## config.mk

```make
export PLATFORM = sky130hd
export DESIGN_NAME = colour_gradient_keyframe_sampler_unit
export DESIGN_NICKNAME = d
export VERILOG_FILES = /design/src/rtl/cgks_pkg.sv /design/src/rtl/cgks_ctrl.sv /design/src/rtl/cgks_dp.sv /design/src/rtl/colour_gradient_keyframe_sampler_unit.sv
export SDC_FILE = /design/constraint.sdc
export NUM_CORES = 2
export LEC_CHECK = 0
export ABC_AREA = 1
export BUFFER_PORTS_ARGS = -buffer_cell sky130_fd_sc_hd__buf_2
export CAP_MARGIN = 20
export CORE_MARGIN = 3
export CORE_UTILIZATION = 50
export DETAILED_ROUTE_END_ITERATION = 6
export PLACE_DENSITY_LB_ADDON = 0.08
export SETUP_SLACK_MARGIN = 0.02
export SLEW_MARGIN = 20
export SYNTH_ARGS = -nofsm -noshare
export SYNTH_HDL_FRONTEND = slang
export SYNTH_SLANG_ARGS = --single-unit
```

## constraint.sdc

```tcl
create_clock -name clk -period 9.05 [get_ports clk]
set_clock_uncertainty 0.15 [all_clocks]
set_input_delay 0.4525 -clock clk [delete_from_list [all_inputs] [get_ports clk]]
set_output_delay 0.4525 -clock clk [all_outputs]
set_load 0.005 [all_outputs]
```

## src/rtl/cgks_pkg.sv

```systemverilog
//------------------------------------------------------------------------------
// cgks_pkg
// Shared types and constants for the colour gradient keyframe sampler.
//------------------------------------------------------------------------------
`default_nettype none
package cgks_pkg;
  localparam int MaxKeys  = 16;
  localparam int TimeFrac = 16;
  localparam int ChanW    = 16;
  localparam int TimeW    = TimeFrac + 1;
  localparam int IdxW     = $clog2(MaxKeys);
  localparam int CntW     = $clog2(MaxKeys + 1);

  localparam logic [1:0] FUNC_CLEAR  = 2'd0;
  localparam logic [1:0] FUNC_INSERT = 2'd1;
  localparam logic [1:0] FUNC_SAMPLE = 2'd2;

  localparam logic [1:0] REG_RED   = 2'd0;
  localparam logic [1:0] REG_GREEN = 2'd1;
  localparam logic [1:0] REG_BLUE  = 2'd2;

  // controller -> datapath commands
  typedef struct packed {
    logic       load;      // capture input beat
    logic       clear;     // empty the table
    logic       scan;      // compare entry at scan index, advance
    logic       mark;      // latch insert position, jump to table end
    logic       shift;     // move entry idx-1 to idx, step down
    logic       place;     // write new key at idx, count up
    logic       fetch;     // read neighbour pair at idx-1, idx
    logic       div_step;  // one restoring divide step
    logic       mul;       // multiply stage
    logic       fin;       // build result
    logic [1:0] sel;       // result source code
    logic       drop;      // full-table status
  } cmd_t;

  localparam logic [1:0] SEL_ZERO = 2'd0;
  localparam logic [1:0] SEL_DEF  = 2'd1;
  localparam logic [1:0] SEL_KEY  = 2'd2;
  localparam logic [1:0] SEL_INT  = 2'd3;

  // datapath -> controller status
  typedef struct packed {
    logic [1:0] func;
    logic       full;
    logic       empty;
    logic       scan_end;   // scan index reached the count
    logic       scan_hit;   // current entry is later than the time (or, for a sample, equals entry 0)
    logic       shift_done; // idx equals insert position (sample: idx is 0)
    logic       div_done;
  } stat_t;
endpackage
`default_nettype wire

```

## src/rtl/cgks_ctrl.sv

```systemverilog
//------------------------------------------------------------------------------
// cgks_ctrl
// Sequencer for clear, insert and sample operations.
//------------------------------------------------------------------------------
`default_nettype none
module cgks_ctrl (
  input  wire logic           clk,
  input  wire logic           rst,
  input  wire logic           in_fire,
  input  wire logic           out_busy,
  input  wire cgks_pkg::stat_t st,
  output logic                in_ready,
  output logic                res_load,
  output cgks_pkg::cmd_t      cmd
);
  import cgks_pkg::*;

  localparam logic [3:0] S_IDLE  = 4'd0;
  localparam logic [3:0] S_DEC   = 4'd1;
  localparam logic [3:0] S_ISCAN = 4'd2;
  localparam logic [3:0] S_SHIFT = 4'd3;
  localparam logic [3:0] S_SSCAN = 4'd4;
  localparam logic [3:0] S_FETCH = 4'd5;
  localparam logic [3:0] S_DIV   = 4'd6;
  localparam logic [3:0] S_MUL   = 4'd7;
  localparam logic [3:0] S_FIN   = 4'd8;
  localparam logic [3:0] S_OUT   = 4'd9;

  logic [3:0] state, state_next;
  logic [1:0] sel, sel_next;
  logic       drop, drop_next;

  always_ff @(posedge clk) begin
    if (rst) begin
      state <= S_IDLE;
      sel   <= SEL_ZERO;
      drop  <= 1'b0;
    end else begin
      state <= state_next;
      sel   <= sel_next;
      drop  <= drop_next;
    end
  end

  always_comb begin
    state_next = state;
    sel_next   = sel;
    drop_next  = drop;
    cmd        = '0;
    cmd.sel    = sel;
    cmd.drop   = drop;
    in_ready   = (state == S_IDLE);
    res_load   = 1'b0;
    case (state)
      S_IDLE: begin
        if (in_fire) begin
          cmd.load   = 1'b1;
          state_next = S_DEC;
        end
      end
      S_DEC: begin
        sel_next   = SEL_ZERO;
        drop_next  = 1'b0;
        state_next = S_FIN;
        case (st.func)
          FUNC_CLEAR: cmd.clear = 1'b1;
          FUNC_INSERT: begin
            if (st.full) drop_next = 1'b1;
            else state_next = S_ISCAN;
          end
          FUNC_SAMPLE: begin
            if (st.empty) sel_next = SEL_DEF;
            else state_next = S_SSCAN;
          end
          default: ;
        endcase
      end
      // find the first entry later than the new time
      S_ISCAN: begin
        if (st.scan_end || st.scan_hit) begin
          cmd.mark   = 1'b1;
          state_next = S_SHIFT;
        end else cmd.scan = 1'b1;
      end
      S_SHIFT: begin
        if (st.shift_done) begin
          cmd.place  = 1'b1;
          state_next = S_FIN;
        end else cmd.shift = 1'b1;
      end
      // sample: find first entry later than t
      S_SSCAN: begin
        if (st.scan_end || st.scan_hit) state_next = S_FETCH;
        else cmd.scan = 1'b1;
      end
      S_FETCH: begin
        cmd.fetch = 1'b1;
        if (st.shift_done || st.scan_end) begin
          // at or before first key, or at or after last
          sel_next   = SEL_KEY;
          state_next = S_FIN;
        end else begin
          sel_next   = SEL_INT;
          state_next = S_DIV;
        end
      end
      S_DIV: begin
        if (st.div_done) state_next = S_MUL;
        else cmd.div_step = 1'b1;
      end
      S_MUL: begin
        cmd.mul    = 1'b1;
        state_next = S_FIN;
      end
      S_FIN: begin
        cmd.fin    = 1'b1;
        state_next = S_OUT;
      end
      S_OUT: begin
        if (!out_busy) begin
          res_load   = 1'b1;
          state_next = S_IDLE;
        end
      end
      default: state_next = S_IDLE;
    endcase
  end
endmodule
`default_nettype wire

```

## src/rtl/cgks_dp.sv

```systemverilog
//------------------------------------------------------------------------------
// cgks_dp
// Key table, scan pointer, serial divider, multipliers and result format.
//------------------------------------------------------------------------------
`default_nettype none
module cgks_dp (
  input  wire logic                       clk,
  input  wire logic                       rst,
  input  wire cgks_pkg::cmd_t             cmd,
  input  wire logic [1:0]                 in_func,
  input  wire logic signed [17:0]         in_key_time,
  input  wire logic [47:0]                in_key_col,
  input  wire logic [cgks_pkg::TimeW-1:0] in_sample_time,
  input  wire logic                       cfg_we,
  input  wire logic [1:0]                 cfg_idx,
  input  wire logic [15:0]                cfg_val,
  output cgks_pkg::stat_t                 st,
  output logic                            res_status,
  output logic [47:0]                     res_col,
  output logic [4:0]                      res_keys
);
  import cgks_pkg::*;

  localparam int DivW = TimeW + TimeFrac;

  logic [TimeW-1:0]   tstore [MaxKeys];
  logic [3*ChanW-1:0] cstore [MaxKeys];
  logic [CntW-1:0]    total;
  logic [CntW-1:0]    idx;
  logic [CntW-1:0]    ipos;
  logic [1:0]         func;
  logic [TimeW-1:0]   t;
  logic [3*ChanW-1:0] kcol;
  logic signed [ChanW-1:0] def_r, def_g, def_b;
  logic [IdxW-1:0]    ia, ib;
  logic [TimeW-1:0]   tl, tr;
  logic [3*ChanW-1:0] cl, cr;
  logic [DivW-1:0]    quo;
  logic [TimeW:0]     rem;
  logic [TimeW-1:0]   den;
  logic [5:0]         dcnt;
  logic               dbusy;
  logic signed [ChanW:0]          diff [3];
  logic signed [ChanW+TimeW+2:0]  prod [3];
  logic [3*ChanW-1:0] col;

  assign ia = idx[IdxW-1:0];
  assign ib = idx[IdxW-1:0] - 1'b1;

  // clamp key time to 0..1.0
  logic [TimeW-1:0] kt_clamp;
  always_comb begin
    if (in_key_time < 0) kt_clamp = '0;
    else if (in_key_time > 18'sd65536) kt_clamp = TimeW'(1 << TimeFrac);
    else kt_clamp = in_key_time[TimeW-1:0];
  end

  // config registers
  always_ff @(posedge clk) begin
    if (rst) begin
      def_r <= 16'sd4096; def_g <= 16'sd4096; def_b <= 16'sd4096;
    end else if (cfg_we) begin
      case (cfg_idx)
        REG_RED:   def_r <= cfg_val;
        REG_GREEN: def_g <= cfg_val;
        REG_BLUE:  def_b <= cfg_val;
        default: ;
      endcase
    end
  end

  // key count
  always_ff @(posedge clk) begin
    if (rst) total <= '0;
    else if (cmd.clear) total <= '0;
    else if (cmd.place) total <= total + 1'b1;
  end

  // table memory and scan pointer; the shift phase walks idx from the
  // table end down to the insert position
  always_ff @(posedge clk) begin
    if (cmd.load) begin
      func <= in_func;
      t    <= (in_func == FUNC_INSERT) ? kt_clamp : in_sample_time;
      kcol <= in_key_col;
      idx  <= '0;
    end
    if (cmd.scan) idx <= idx + 1'b1;
    if (cmd.mark) begin
      ipos <= idx;
      idx  <= total;
    end
    if (cmd.shift) begin
      tstore[ia] <= tstore[ib];
      cstore[ia] <= cstore[ib];
      idx        <= idx - 1'b1;
    end
    if (cmd.place) begin
      tstore[ia] <= t;
      cstore[ia] <= kcol;
    end
    if (cmd.fetch) begin
      tl <= tstore[ib];
      tr <= tstore[ia];
      cl <= cstore[ib];
      cr <= (idx == total) ? cstore[ib] : cstore[ia];
      if (idx == '0) cl <= cstore[ia];
    end
  end

  // serial restoring divider: ((t - tl) << frac) / (tr - tl)
  always_ff @(posedge clk) begin
    if (rst) begin
      dbusy <= 1'b0;
      dcnt  <= '0;
    end else if (cmd.fetch) begin
      dbusy <= 1'b1;
      dcnt  <= 6'(DivW);
    end else if (cmd.div_step) begin
      dcnt <= dcnt - 1'b1;
      if (dcnt == 6'd1) dbusy <= 1'b0;
    end
  end

  logic [TimeW:0] rem_sh;
  assign rem_sh = {rem[TimeW-1:0], quo[DivW-1]};
  always_ff @(posedge clk) begin
    if (cmd.fetch) begin
      quo <= {t - tstore[ib], {TimeFrac{1'b0}}};
      rem <= '0;
      den <= tstore[ia] - tstore[ib];
    end else if (cmd.div_step) begin
      if (rem_sh >= {1'b0, den}) begin
        rem <= rem_sh - {1'b0, den};
        quo <= {quo[DivW-2:0], 1'b1};
      end else begin
        rem <= rem_sh;
        quo <= {quo[DivW-2:0], 1'b0};
      end
    end
  end

  // interpolation multiply, one registered product per channel
  genvar g;
  generate
    for (g = 0; g < 3; g++) begin : g_ch
      assign diff[g] = $signed({cr[g*ChanW+ChanW-1], cr[g*ChanW +: ChanW]})
                     - $signed({cl[g*ChanW+ChanW-1], cl[g*ChanW +: ChanW]});
      always_ff @(posedge clk) begin
        if (cmd.mul)
          prod[g] <= diff[g] * $signed({1'b0, quo[TimeW:0]})
                   + $signed((ChanW+TimeW+3)'(1 << (TimeFrac-1)));
      end
    end
  endgenerate

  // result selection and saturation
  always_comb begin
    logic signed [ChanW+TimeW+2:0] v;
    col = '0;
    for (int c = 0; c < 3; c++) begin
      v = (prod[c] >>> TimeFrac)
        + $signed({{(TimeW+3){cl[c*ChanW+ChanW-1]}}, cl[c*ChanW +: ChanW]});
      case (cmd.sel)
        SEL_DEF: col = {def_b, def_g, def_r};
        SEL_KEY: col[c*ChanW +: ChanW] = (idx == '0) ? cl[c*ChanW +: ChanW]
                                                      : cr[c*ChanW +: ChanW];
        SEL_INT: begin
          if (v > 32767) col[c*ChanW +: ChanW] = 16'h7fff;
          else if (v < -32768) col[c*ChanW +: ChanW] = 16'h8000;
          else col[c*ChanW +: ChanW] = v[ChanW-1:0];
        end
        default: ;
      endcase
    end
  end

  always_ff @(posedge clk) begin
    if (cmd.fin) begin
      res_status <= cmd.drop;
      res_col    <= col;
      res_keys   <= 5'(total);
    end
  end

  // status to controller; a sample at exactly the first key's time stops
  // at entry 0 so that it takes the first key's colour
  assign st.func       = func;
  assign st.full       = (total == CntW'(MaxKeys));
  assign st.empty      = (total == '0);
  assign st.scan_end   = (idx == total);
  assign st.scan_hit   = (idx != total) && ((tstore[ia] > t) ||
                         (func == FUNC_SAMPLE && idx == '0 && tstore[ia] == t));
  assign st.shift_done = (func == FUNC_INSERT) ? (idx == ipos) : (idx == '0);
  assign st.div_done   = !dbusy;
endmodule
`default_nettype wire

```

## src/rtl/colour_gradient_keyframe_sampler_unit.sv

```systemverilog
// Clear, dropped insert, empty sample and unused code go straight to the result;
// an insert scans the table and shifts the later keys up, and a sample scans the
// table and, to interpolate, runs the 33-step serial divider and the multipliers.
// One item is in work at a time; the next beat is taken once the result
// register has been loaded, so a stalled result adds its wait. Reset (rst,
// synchronous) empties the table and sets the default colour to 1.0.
//------------------------------------------------------------------------------
// colour_gradient_keyframe_sampler_unit
// Keyframe table with piecewise linear colour sampling.
//------------------------------------------------------------------------------
`default_nettype none
module colour_gradient_keyframe_sampler_unit (
  input  wire logic        clk,
  input  wire logic        rst,
  input  wire logic        s_tvalid,
  output logic             s_tready,
  // tuser: func[1:0]
  input  wire logic [1:0]  s_tuser,
  // tdata: key_time[17:0], key_red, key_green, key_blue, sample_time[16:0], pad
  input  wire logic [87:0] s_tdata,
  output logic             m_tvalid,
  input  wire logic        m_tready,
  // tdata: status, out_red, out_green, out_blue, keys_held[4:0], pad
  output logic [55:0]      m_tdata,
  input  wire logic        cfg_we,
  input  wire logic [1:0]  cfg_idx,
  input  wire logic [15:0] cfg_data
);
  import cgks_pkg::*;

  cmd_t  cmd;
  stat_t st;
  logic  res_load, res_status;
  logic [47:0] res_col;
  logic [4:0]  res_keys;

  cgks_ctrl u_ctrl (
    .clk(clk), .rst(rst), .in_fire(s_tvalid && s_tready),
    .out_busy(m_tvalid && !m_tready), .st(st),
    .in_ready(s_tready), .res_load(res_load), .cmd(cmd)
  );

  cgks_dp u_dp (
    .clk(clk), .rst(rst), .cmd(cmd), .in_func(s_tuser),
    .in_key_time(s_tdata[17:0]), .in_key_col(s_tdata[65:18]),
    .in_sample_time(s_tdata[82:66]),
    .cfg_we(cfg_we), .cfg_idx(cfg_idx), .cfg_val(cfg_data),
    .st(st), .res_status(res_status), .res_col(res_col), .res_keys(res_keys)
  );

  // output register
  always_ff @(posedge clk) begin
    if (rst) m_tvalid <= 1'b0;
    else if (res_load) m_tvalid <= 1'b1;
    else if (m_tready) m_tvalid <= 1'b0;
  end
  always_ff @(posedge clk) begin
    if (res_load) m_tdata <= {2'b0, res_keys, res_col, res_status};
  end
endmodule
`default_nettype wire

```

# After elaboration in Yosys (flattened, before gate mapping)
# Memories as Yosys holds them, arrays and structs flattened. A register that Yosys moved wholly into a read port is not among the register bits.
# Cells that the tools add are included.
totals:
  ff_bits: 416
  ram_bits: 1148
  input_bits: 113
  out_inout_bits: 58
  wordCells: 196
  mem_count: 3
classes:
  addsub: 17
  multipliers: 3
  n_lt_le_gt_ge: 10
  n_eq_ne: 29
  n_mux: 79
  n_bitwise: 2
  reduce_logical: 27
memory_table:
  columns: ["memory", "words", "word_bits", "rd", "rd_clocked_by_memory_dff", "write_ports", "line", "text"]
  rows:
  - ["u_dp.cstore", 16, 48, 2, 1, 1, "cgks_dp.sv:27", "logic [3*ChanW-1:0] cstore [MaxKeys];"]
  - ["u_dp.tstore", 16, 17, 2, 1, 1, "cgks_dp.sv:26", "logic [TimeW-1:0] tstore [MaxKeys];"]
  - ["u_dp.prod", 3, 36, 3, 0, 3, "cgks_dp.sv:44", "logic signed [ChanW+TimeW+2:0] prod [3];"]
op_table:
  columns: ["op", "n"]
  rows:
  - ["2-to-1 mux 16 bit", 9]
  - ["2-to-1 mux 48 bit", 3]
  - ["adder 36 x 17 -> 36 bit, second input constant", 3]
  - ["greater-than comparator 36 x 16 -> 1 bit, second input constant", 3]
  - ["< comparator 36 x 16 -> 1 bit, second input constant", 3]
  - ["multiplier 17 x 19 -> 36 bit", 3]
  - ["2-to-1 mux 17 bit", 5]
  - ["2-to-1 mux 33 bit", 2]
  - ["case mux 16 bit (2 select lines)", 2]
  - ["adder 20 x 16 -> 21 bit", 3]
  - ["subtractor 16 x 16 -> 17 bit", 3]
  - ["subtractor 17 bit", 3]
  - ["case mux 16 bit (3 select lines)", 1]
  - ["2-to-1 mux 4 bit", 11]
  - ["case mux 4 bit (10 select lines)", 1]
  - ["2-to-1 mux 1 bit", 35]
  - ["2-to-1 mux 32 bit", 1]
  - ["2-to-1 mux 5 bit", 4]
  - [">= comparator 18 x 17 -> 1 bit", 1]
  - ["greater-than comparator 18 bit, second input constant", 1]
  - ["< comparator 18 x 1 -> 1 bit, second input constant", 1]
  - ["== test 17 bit", 1]
  - ["greater-than comparator 17 bit", 1]
  - ["== test 4 x 3 -> 1 bit, second input constant", 4]
  - ["31 further kinds", 63]

# Longest topological paths before layout
depth:
  word_depth: 12
  depth_mapped: 39
  ltp_nobuf: 38

# Modules after synthesis
# Synthesis repeated with hierarchy kept, for this count alone.
unflattened:
  hier_cells: 12284
  hier_area_um2: 109560.1
modules_own_cells:
  columns: ["module", "n_inst", "cells_per_inst", "area_each_um2", "seq_area_each_um2"]
  rows:
  - ["cgks_dp", 1, 12118, 107211.6, 42811.1]
  - ["colour_gradient_keyframe_sampler_unit", 1, 65, 1694.1, 1641.6]
  - ["cgks_ctrl", 1, 101, 654.4, 140.1]

# Worst setup path after synthesis
# No wires, ideal clock.
synth_path:
  path_kind: "register to register"
  from: "reg u_dp.cl[16]"
  to: "mem u_dp.prod[0][71] (netlist bit) (data pin)"
  setup_ns: 0.261
  arrival_time_ns: 6.614
  required_time_ns: 8.639
  setup_slack_ns: 2.025
  path_stages_with_launch: 34
  path_buffers: 1
  period_less_slack_ns: 7.025
  path_cell_list: "edfxtp_1 ha_1 fa_1 inv_1 nand3_1 nand2_1 a21oi_1 o21ai_0 or2_2 nand2_1 inv_1 clkbuf_1 nand2_1 fa_1 inv_1 fa_1 inv_1 fa_1 inv_1 fa_1 fa_1 inv_1 fa_1 inv_1 ha_1 a21oi_1 o21ai_0 a21oi_1 inv_1 a211oi_1 nand2_1 nand3_1 nand2_1 xor2_1"
synth_rtl:
  columns: ["item", "line", "text"]
  rows:
  - ["from (decl)", "cgks_dp.sv:37", "logic [3*ChanW-1:0] cl, cr;"]
  - ["from (signal assigned)", "cgks_dp.sv:105", "cl <= cstore[ib];"]
  - ["from (signal assigned)", "cgks_dp.sv:107", "if (idx == '0) cl <= cstore[ia];"]
  - ["to (decl)", "cgks_dp.sv:44", null]

==> results.cfg <==
[clock_network]
cts_setup_buffers = 0
cts-root-buf = clkbuf_16
clock_sinks = 1520
cts_buffer_depth = 3
numCtsBuffers = 166
clk_latency_ns = 0.84
cts_max_level = 4
clk_pin_slew_ns = 0.06
cts_tree = yes

[placed_design]
gp_congestion = 0.946
port_buffers = 163
placed_cell_area_um2 = 113000
placedCellCount = 14883
hpwl_um = 241000

[pwr]
combPwrFrac = 0.525
leakagePower_nw = 51.9
switching_power_w = 0.0184
ir_worst_vdd_uv = 343
clockPowerShare = 0.171
switching_share = 0.469
seqPwrFrac = 0.303
power_density_nw_per_um2 = 328
p_int_w = 0.0208

[final_layout]
stdcell_area_um2 = 120000
fin_util = 0.549
final_common_cell = nand2_1
seqCellArea_um2 = 44600
final_cell_mix = nand2_1 (2029), inv_1 (1966), edfxtp_1 (1415), o21ai_0 (1153), a21oi_1 (1060)
fillers = 19632
layout-drive-gt1-share = 0.0581
final_nets = 13696
syn_to_final_growth_pct = 8.96
multi_input_area_um2 = 55000
instances_no_fill = 15294

[critical_path]
path_max_fanout = 10
cpPeakStageDelay_ns = 0.52
cp.required_ns = 9.45
cp.arrival_ns = 8.58
r2r_slack_ns = 0.87
endpoint_kind = flop
timing.critical_path.mode_cell = fa_1
r2r_cells = 29
worst_r2r_endpoint = u_dp.prod[0][65]
start_kind = flop
rr_startpoint = u_dp.cl[16]
worstSetupPathType = flop to flop
slowest_stage = fa_1

[global_routing]
track_usage = 0.317
antenna_found_initial = 5
grt_pass1_vias = 87399
grt_pass1_wl_um = 538000
grt_max_degree = 216
grt_overflow = 0
busiest_layer = met2
grtUsageMet1 = 0.423
gr-usage-met3 = 0.0515
groute.layer.met2.usage = 0.514

[die]
std_cell_rows = 171
start_util = 0.504
die_h_um = 474
die-area_um2 = 225000
io_pins = 171
die_w_um = 474
core_area_um2 = 218000

[synthesis]
ys_async_sr_fraction = 0
yosysWarnings = 0
syn_avg_cell_area_um2 = 8.89
yosysUniqueCellTypes = 68
syn-instance-count = 12336
synth-edff-count = 1415
synthesis.area_um2 = 110000
synthFlopType = edfxtp_1
ys_ff_latch = 1520
ys_seq_area_frac = 0.407

[outcome]
outcome = finished clean

[route]
via_per_inst = 5.87
wl_um = 359000
post_drt_wl_per_cell_um = 23.4
drc = 0
vias = 89700
first_pass_iters = 6
ant_nets = 0
drt_iter0_drc = 9158

[sta]
drv_slew = 0
setup_viol = 0
fmax_mhz = 122
rsz0062_at_grt = false
fin_crit_sh = 0.903
slew-limit-headroom = 0.235
hold_viol = 0
period_needed_ns = 8.18
worst_pin_slew_ns = 1.14
timing.setup.tns_ns = 0

[run]
drv_cap = 0

[worst_hold_path]
hold_path_class = input pin to flop
worstHoldEndpoint = u_dp.t[2]
worstHoldStart = s_tdata[2]
whs_path_depth = 3
## critical path, delay by kind of cell (launching register included)
family | cells | cell delay (ns)
XOR/XNOR | 1 | 0.16
flip-flops | 1 | 0.42
AO/OA/AOI/OAI | 2 | 0.42
adder cells (fa/ha/maj) | 9 | 3.95
AND/OR/NAND/NOR | 12 | 2.06
buffers and inverters | 5 | 0.74
## area by class of cell
class / instances / share of cell area
inverters: 1997 / 0.0629
diodes: 6 / 0.000126
well taps: 2854 / 0.0299
clock buffers: 229 / 0.0380
clock inverters: 73 / 0.00654
repair buffers: 467 / 0.0290
flip-flops and latches: 1520 / 0.373
multi-input cells: 8148 / 0.460
## sequential cells by signal (all words and copies together), names as in the netlist, 6 cells and up, named ones only
| signal | cells |
|---|---|
| u_dp.cr | 48 |
| u_dp.den | 17 |
| u_dp.cl | 48 |
| u_dp.t | 17 |
| u_dp.dcnt | 6 |
| u_dp.quo | 33 |
| u_dp.tstore | 272 |
| u_dp.rem | 17 |
| u_dp.kcol | 48 |
| u_dp.def_r | 16 |
| u_dp.def_b | 16 |
| u_dp.cstore | 768 |
| u_dp.def_g | 16 |
| u_dp.res_col | 48 |
| m_tdata | 54 |
| u_dp.prod | 60 |
## worst max path at each step
stage,slack [ns],startpoint,endpoint,depth (start not counted)
final,0.87,u_dp.cl[16],u_dp.prod[0][65],29
after global routing,0.35,u_dp.cl[16],u_dp.prod[0][69],29
after CTS,0.90,u_dp.cl[16],u_dp.prod[0][69],29
after detailed placement,0.90,u_dp.cl[16],u_dp.prod[0][69],29
after global placement,0.94,u_dp.cl[16],u_dp.prod[0][69],29
after floorplan,2.03,u_dp.cl[16],u_dp.prod[0][71],33
## power by group through the flow
stage	clock (W)	combinational, W	sequential (W)
2_1_floorplan	0	0.0127	0.0118
3_3_place_gp	0	0.0197	0.0120
3_5_place_dp	0	0.0201	0.0120
4_1_cts	0.00681	0.0202	0.0119
5_1_grt	0.00710	0.0226	0.0119
6_report	0.00671	0.0206	0.0119
## metrics by stage
step / hold WS [ns] / worst slack [ns] / total power, W
after floorplan: 0.250 / 2.03 / 0.0245
after global placement: 0.251 / 0.936 / 0.0317
after detailed placement: 0.255 / 0.903 / 0.0321
after CTS: 0.000186 / 0.900 / 0.0389
after global routing: 0.0296 / 0.349 / 0.0416
final: 0.0432 / 0.874 / 0.0391
## routing by layer
metal / up-vias / wire (um)
met5: - / 0
met4: 0 / 16800
met3: 795 / 29900
met2: 4109 / 166000
met1: 43699 / 145000
li1: 41097 / -
## cell families (layout without fill, tap and decap cells)
logic type,count (synthesis),after routing,synth area share
xor gates and xnor gates,149,149,0.0122
AOI/OAI and AO/OA,2882,2882,0.147
and+or+nand+nor,3832,3832,0.144
other,1,8,0.0000342
DFF,1520,1520,0.407
adders and majority gates,1283,1283,0.196
buffers and inverters,2669,2766,0.0945
## Yosys cell counts (25+ instances only)
library cell | number | share of area
edfxtp_1 | 1415 | 0.39
nand2_1 | 2031 | 0.070
ha_1 | 557 | 0.064
o21ai_1 | 42 | 0.0019
buf_2 | 180 | 0.0082
fa_1 | 726 | 0.13
xor2_1 | 99 | 0.0079
a31oi_1 | 26 | 0.0015
dfxtp_1 | 105 | 0.019
buf_1 | 68 | 0.0023
or2_2 | 42 | 0.0024
o21bai_1 | 25 | 0.0017
o21ai_0 | 1154 | 0.053
nor3_1 | 50 | 0.0023
o211ai_1 | 424 | 0.029
nand4_1 | 45 | 0.0026
nand3_1 | 720 | 0.033
clkbuf_1 | 395 | 0.014
a21oi_1 | 1060 | 0.048
o221ai_1 | 60 | 0.0048
xnor2_1 | 46 | 0.0037
inv_1 | 1970 | 0.067
nor2_1 | 880 | 0.030
## repair_timing
action | in CTS | in global routing
gates resized for setup | 0 | 0
hold buffers | 101 | 1
endpoints found under the hold margin | 109 | 1
Power figures use the tool's default switching activity.
